File: src/rtl/core/thr_pkg.sv
// Types, constants and helpers shared by the triangle height rasterizer
package thr_pkg;

    localparam int MAP_WIDTH  = 256;
    localparam int MAP_HEIGHT = 256;
    localparam int COL_W      = $clog2(MAP_WIDTH);
    localparam int ROW_W      = $clog2(MAP_HEIGHT);
    localparam int ADDR_W     = $clog2(MAP_WIDTH * MAP_HEIGHT);
    localparam int MEM_DEPTH  = MAP_WIDTH * MAP_HEIGHT;

    localparam int COORD_W = 16;
    localparam int H_W     = 16;
    localparam int BOX_W   = 13;
    localparam int DIFF_W  = 17;
    localparam int OFS_W   = 18;
    localparam int PROD_W  = DIFF_W + OFS_W;
    localparam int W_W     = 38;
    localparam int MP_W    = W_W - 1 + H_W;
    localparam int NUM_W   = 56;
    localparam int REM_W   = NUM_W - H_W;
    localparam int CNT_W   = 17;
    localparam int STEP_W  = 4;

    localparam int IN_DATA_W  = 160;
    localparam int OUT_DATA_W = 40;
    localparam int KIND_W     = 2;

    localparam logic [STEP_W-1:0] SETUP_LAST = STEP_W'(7);
    localparam logic [STEP_W-1:0] MUL_LAST   = STEP_W'(2);
    localparam logic [STEP_W-1:0] DIV_LAST   = STEP_W'(H_W - 1);
    localparam logic [CNT_W-1:0]  CNT_MAX    = {CNT_W{1'b1}};

    localparam logic [KIND_W-1:0] KIND_WR   = 2'd0;
    localparam logic [KIND_W-1:0] KIND_RD   = 2'd1;
    localparam logic [KIND_W-1:0] KIND_DRAW = 2'd2;

    typedef enum logic [3:0] {
        ST_IDLE, ST_MEM, ST_RDWAIT, ST_BOX, ST_SETUP, ST_CHECK,
        ST_PIX, ST_MUL, ST_DIV, ST_WRITE, ST_DONE
    } state_t;

    typedef struct packed {
        logic idle;
        logic load;
        logic mem_op;
        logic rd_cap;
        logic box;
        logic setup;
        logic check;
        logic mul;
        logic div;
        logic wr_pix;
        logic advance;
        logic result;
    } cmd_t;

    typedef struct packed {
        logic [KIND_W-1:0] in_kind;
        logic [KIND_W-1:0] kind;
        logic              step_last;
        logic              skip_draw;
        logic              covered;
        logic              scan_end;
        logic              out_free;
    } sts_t;

    // truncate signed Q12.4 toward zero
    function automatic logic signed [BOX_W-1:0] trunc_q4(input logic signed [COORD_W-1:0] v);
        logic [COORD_W:0] mag;
        logic [BOX_W-1:0] t;
        mag = v[COORD_W-1] ? -{v[COORD_W-1], v} : {1'b0, v};
        t   = mag[COORD_W:4];
        return v[COORD_W-1] ? -$signed(t) : $signed(t);
    endfunction

endpackage

File: src/rtl/core/thr_ctrl.sv
// Sequencer for requests: memory access, draw setup and pixel scan
module thr_ctrl (
    input  logic            aclk,
    input  logic            aresetn,
    input  logic            s_tvalid,
    input  thr_pkg::sts_t   sts,
    output thr_pkg::cmd_t   cmd
);

    thr_pkg::state_t state_reg, state_next;

    always_ff @(posedge aclk) begin
        if (!aresetn) begin
            state_reg <= thr_pkg::ST_IDLE;
        end else begin
            state_reg <= state_next;
        end
    end

    always_comb begin
        state_next = state_reg;
        case (state_reg)
            thr_pkg::ST_IDLE: begin
                if (s_tvalid) begin
                    case (sts.in_kind)
                        thr_pkg::KIND_WR, thr_pkg::KIND_RD: state_next = thr_pkg::ST_MEM;
                        thr_pkg::KIND_DRAW: state_next = thr_pkg::ST_BOX;
                        default: state_next = thr_pkg::ST_DONE;
                    endcase
                end
            end
            thr_pkg::ST_MEM: begin
                state_next = (sts.kind == thr_pkg::KIND_RD) ? thr_pkg::ST_RDWAIT
                                                            : thr_pkg::ST_DONE;
            end
            thr_pkg::ST_RDWAIT: state_next = thr_pkg::ST_DONE;
            thr_pkg::ST_BOX: state_next = thr_pkg::ST_SETUP;
            thr_pkg::ST_SETUP: begin
                if (sts.step_last) state_next = thr_pkg::ST_CHECK;
            end
            thr_pkg::ST_CHECK: begin
                state_next = sts.skip_draw ? thr_pkg::ST_DONE : thr_pkg::ST_PIX;
            end
            thr_pkg::ST_PIX: begin
                if (sts.covered) begin
                    state_next = thr_pkg::ST_MUL;
                end else if (sts.scan_end) begin
                    state_next = thr_pkg::ST_DONE;
                end
            end
            thr_pkg::ST_MUL: begin
                if (sts.step_last) state_next = thr_pkg::ST_DIV;
            end
            thr_pkg::ST_DIV: begin
                if (sts.step_last) state_next = thr_pkg::ST_WRITE;
            end
            thr_pkg::ST_WRITE: begin
                state_next = sts.scan_end ? thr_pkg::ST_DONE : thr_pkg::ST_PIX;
            end
            thr_pkg::ST_DONE: begin
                if (sts.out_free) state_next = thr_pkg::ST_IDLE;
            end
            default: state_next = thr_pkg::ST_IDLE;
        endcase
    end

    always_comb begin
        cmd         = '0;
        cmd.idle    = (state_reg == thr_pkg::ST_IDLE);
        cmd.load    = (state_reg == thr_pkg::ST_IDLE) && s_tvalid;
        cmd.mem_op  = (state_reg == thr_pkg::ST_MEM);
        cmd.rd_cap  = (state_reg == thr_pkg::ST_RDWAIT);
        cmd.box     = (state_reg == thr_pkg::ST_BOX);
        cmd.setup   = (state_reg == thr_pkg::ST_SETUP);
        cmd.check   = (state_reg == thr_pkg::ST_CHECK);
        cmd.mul     = (state_reg == thr_pkg::ST_MUL);
        cmd.div     = (state_reg == thr_pkg::ST_DIV);
        cmd.wr_pix  = (state_reg == thr_pkg::ST_WRITE);
        cmd.advance = ((state_reg == thr_pkg::ST_PIX) && !sts.covered)
                   || (state_reg == thr_pkg::ST_WRITE);
        cmd.result  = (state_reg == thr_pkg::ST_DONE) && sts.out_free;
    end

endmodule

File: config.mk
export PLATFORM = sky130hd
export DESIGN_NAME = thr_ctrl
export DESIGN_NICKNAME = d
export VERILOG_FILES = /design/src/rtl/core/thr_pkg.sv /design/src/rtl/core/thr_ctrl.sv
export SDC_FILE = /design/constraint.sdc
export NUM_CORES = 1
export LEC_CHECK = 0
export BUFFER_PORTS_ARGS = -buffer_cell sky130_fd_sc_hd__buf_4
export CORE_AREA = 2 2 39 41
export CTS_CLUSTER_SIZE = 20
export DETAILED_ROUTE_END_ITERATION = 6
export DIE_AREA = 0 0 41 43
export GPL_TIMING_DRIVEN = 0
export PLACE_DENSITY_LB_ADDON = 0.05
export SYNTH_ARGS = -nofsm -noshare
export SYNTH_HDL_FRONTEND = slang
export SYNTH_SLANG_ARGS = --single-unit
export TNS_END_PERCENT = 30
File: constraint.sdc
create_clock -name aclk -period 3.3 [get_ports aclk]
set_clock_uncertainty 0.15 [all_clocks]
set_input_delay 0.165 -clock aclk [delete_from_list [all_inputs] [get_ports aclk]]
set_output_delay 0.165 -clock aclk [all_outputs]
set_load 0.01 [all_outputs]
## Word level (Yosys, flattened, before mapping)

Cells that the tools add are included.

| word-level totals | value |
|---|---|
| output and inout bits | 12 |
| logic and storage cells | 41 |
| bits in registers | 4 |

| cells by class | value |
|---|---|
| eq/ne operators | 19 |
| mux-type cells | 12 |
| reductions and logical operators | 9 |

Operator list:

| cell | count |
|---|---|
| $pmux 4 s11 | 1 |
| $mux 4 | 10 |
| $eq 4x3->1 const B | 4 |
| $eq 4x4->1 const B | 3 |
| $ne 2x2->1 const B | 5 |
| $eq 4x2->1 const B | 2 |
| $pmux 4 s2 | 1 |
| $reduce_and 6->1 | 1 |
| $eq 2x1->1 const B | 2 |
| $eq 4x1->1 const B | 1 |
| $logic_not 4->1 | 1 |
| $logic_and 1x1->1 | 3 |
| $ne 3x3->1 const B | 1 |
| $eq 2x2->1 const B | 1 |
| $logic_not 2->1 | 1 |
| $reduce_or 2->1 | 1 |
| $logic_not 1->1 | 1 |
| $logic_or 1x1->1 | 1 |

## Logic depth before layout (Yosys ltp)

| depth | value |
|---|---|
| depth in word-level cells | 5 |
| mapped depth | 6 |

## Worst setup path after synthesis

Ideal clock, no wire load.

| path | value |
|---|---|
| path type | reg-to-output |
| from | reg state_reg[1] |
| to | out cmd[10] (netlist name) |
| path slack | 1.596 ns |
| cell stages (with the launch flop) | 5 |
| arrival | 1.389 ns |
| path buffers | 2 |
| required time | 2.985 ns |
| path through | dfxtp_1 buf_2 buf_1 nor4_1 and2_1 |

RTL lines:

| element | line | RTL |
|---|---|---|
| start: declaration | thr_ctrl.sv:10 | `thr_pkg::state_t state_reg, state_next;` |
| start signal: assignment | thr_ctrl.sv:14 | `state_reg <= thr_pkg::ST_IDLE;` |
| start signal: assignment | thr_ctrl.sv:16 | `state_reg <= state_next;` |
| end: declaration | thr_ctrl.sv:7 | `output thr_pkg::cmd_t cmd` |

==> summary.txt <==
Routing
  • Via count: 660
  • DR pass1 iterations: 4
  • Residual DRC count: 0
  • Drt total wl: 1610 um
  • Routed len/inst: 14.0 um
  • Post-DRT Antenna Nets: 0
  • First-iteration detailed-routing DRC count: 10
  • Vias per inst: 5.74

Timing
  • Slew headroom: 71.7%
  • # setup viols final: 0
  • Slew Viols, Final: 0
  • Final Cycle Share: 60.1%
  • Fin Setup TNS: 0 ns
  • F_max: 504 MHz
  • Worst setup margin: 1.32 ns
  • Hold_ws: 0.0231 ns
  • Measured slew at the worst slew-check pin: 0.414 ns
  • RSZ-0062 raised after global routing: no
  • Clock period minus worst slack: 1.98 ns
  • Final Hold Fails: 0

Critical path
  • R2R Setup Slk: 1.39 ns
  • CP Launch Point: state_reg[3]
  • R2R Path End: state_reg[3]
  • R2R depth: 5
  • Setup CP Type: flip-flop to output pin
  • Worst setup endpoint: cmd[0]
  • Maximum net fanout on the critical path: 10
  • Critical Path AT: 1.67 ns
  • WP buf/inv: 3
  • CP endpoint kind: output pin
  • Critical Path, Cell by Cell: buf_2 -> buf_1 -> nand2_1 -> nor3_1 -> buf_4
  • Cell depth of the worst setup path: 5
  • Critical Path RT: 2.98 ns
  • CP delay by family, top: buffers and inverters
  • Max stage delay cell, worst path: buf_1
  • Worst setup SP type: flip-flop
  • RR Startpoint: state_reg[2]
  • Worst path max stage delay: 0.39 ns

Layout
  • Post-Layout Inst Area: 729 um2
  • Layout cell share with drive strength beyond 1: 34.3%
  • Most common cell after layout, fill and taps aside: buf_4
  • Fillers: 157
  • Max FFs per register: 4
  • Storage cell area: 80.1 um2
  • Most frequent cells in the layout: buf_4, nor3_1, inv_1, a21oi_1, dfxtp_1
  • Core Util, Final: 52.7%
  • Nets@finish: 113
  • Non-Filler Instances: 115
  • Layout area overhead: 41.8%
  • Ant. Diodes: 0
  • Multi-input gate area: 382 um2

Floorplanning
  • Die width: 41 um
  • Die area: 1760 um2
  • Core Region: 1380 um2
  • Ports: 24
  • Die height: 43 um
  • Initial Utilization: 37.2%
  • Row cnt: 14

Clock network
  • Post_cts resized: 0
  • Num CTS Buffers: 3
  • CTS tree: yes
  • TritonCTS Sinks: 4
  • CTS H-tree depth: 1
  • Clk pin slew, worst setup/hold paths: 0.03 ns
  • Setup bufs post-CTS: 0
  • Clock Tree Root: clkbuf_4
  • Maximum clock path buffer count: 2
  • CTS Hold Bufs: 0
  • Worst-Skew Late Latency: 0.23 ns

Power and ir drop
  • Power Density: 729 nW/um2
  • Design Power: 0.532 mW
  • Peak supply drop: 0.359 mV
  • Static Leak: 0.332 nW

Run status
  • Status: finished, final reports clean

Synth
  • Top FF cell, synth: dfxtp_1
  • Fraction of registers with async set/reset: 0%
  • Post-Syn Area per Cell: 7.04 um2
  • Sequential fraction of the synthesis area: 15.6%
  • Warnings from Yosys: 0
  • Post-synthesis cell count: 73
  • Syn nets: 85
  • Post-Syn Area: 514 um2
  • FF+latch count, synth: 4
  • Post-synth EDFFs: 0
  • Post-synth cell types: 34

Placed design
  • DP Worst Slack: 1.42 ns
  • DP Cell Count: 112
  • Port Buffer Count: 23
  • Gpl congestion: 0.815
  • Final HPWL from detailed placement: 1180 um
  • Area after DPL: 707 um2

GRT
  • Number of global-route vias before repair: 613
  • Total global routing track utilization: 20.9%
  • First-pass GRT wire length: 2530 um
  • Initial antenna violation count: 0
  • Grt ovf: 0
  • Largest net degree at the start of global routing: 11

Job
  • Max Cap Viol: 0

Min path
  • Hold crit path type: input port to flip-flop
## routing by layer
layer	global-route usage [%]	wire length [um]	part of all wire (%)	up-vias
met5	0	0	0	-
met4	13.3	16	1.0	0
met3	3.66	111	6.9	2
met2	29.4	748	47	23
met1	27.9	732	46	304
li1	-	-	-	331
## cell families after synthesis
family,synth area share [%]
AOI/OAI and AO/OA,34.5
xor gates and xnor gates,1.70
buffers and inverters,10.2
DFF,15.6
and+or+nand+nor,38.0
## worst min-delay path by stage
stage	startpoint	endpoint	slack (ns)	cells after the start
final	aresetn	state_reg[2]	0.02	3
after CTS	aresetn	state_reg[2]	0.02	3
after global placement	aresetn	state_reg[2]	0.26	3
after floorplan	aresetn	state_reg[2]	0.13	2
after detailed placement	aresetn	state_reg[2]	0.27	3
after global routing	aresetn	state_reg[2]	0.03	3
## cells in the mapped netlist (all sizes together), types with 2 or more instances
library cell,number,area share [%]
nand2,3,2.2
nor4,3,3.7
nand3,2,1.9
a31oi,3,3.7
o21ai,3,2.9
buf,5,4.4
nor3,8,7.8
a21oi,5,4.9
a2111oi,2,3.4
o32ai,2,3.4
inv,7,5.1
dfxtp,4,16
a211oi,4,7.8
and2,2,2.4
nand2b,3,4.1
nor2,2,1.5
## tightest hold or removal path, cell delays in order
cell and delay (ns):
buf_4 0.11, nand2_1 0.05, a21oi_1 0.03
## cell type report
cell class,instances,area share (%)
multi-input combinational,56,52.3
timing repair buffer,23,23.7
sequential,4,11.0
buffer,6,3.60
inverter,7,3.60
clock buffer,3,3.09
tap,16,2.74
## power breakdown
| group | internal [mW] | switching [mW] |
|---|---|---|
| logic | 0.171 | 0.217 |
| registers | 0.0668 | 0.0185 |
| clock network | 0.0405 | 0.0183 |
| total | 0.278 | 0.254 |
No activity file was read; power rests on OpenSTA's default activity.
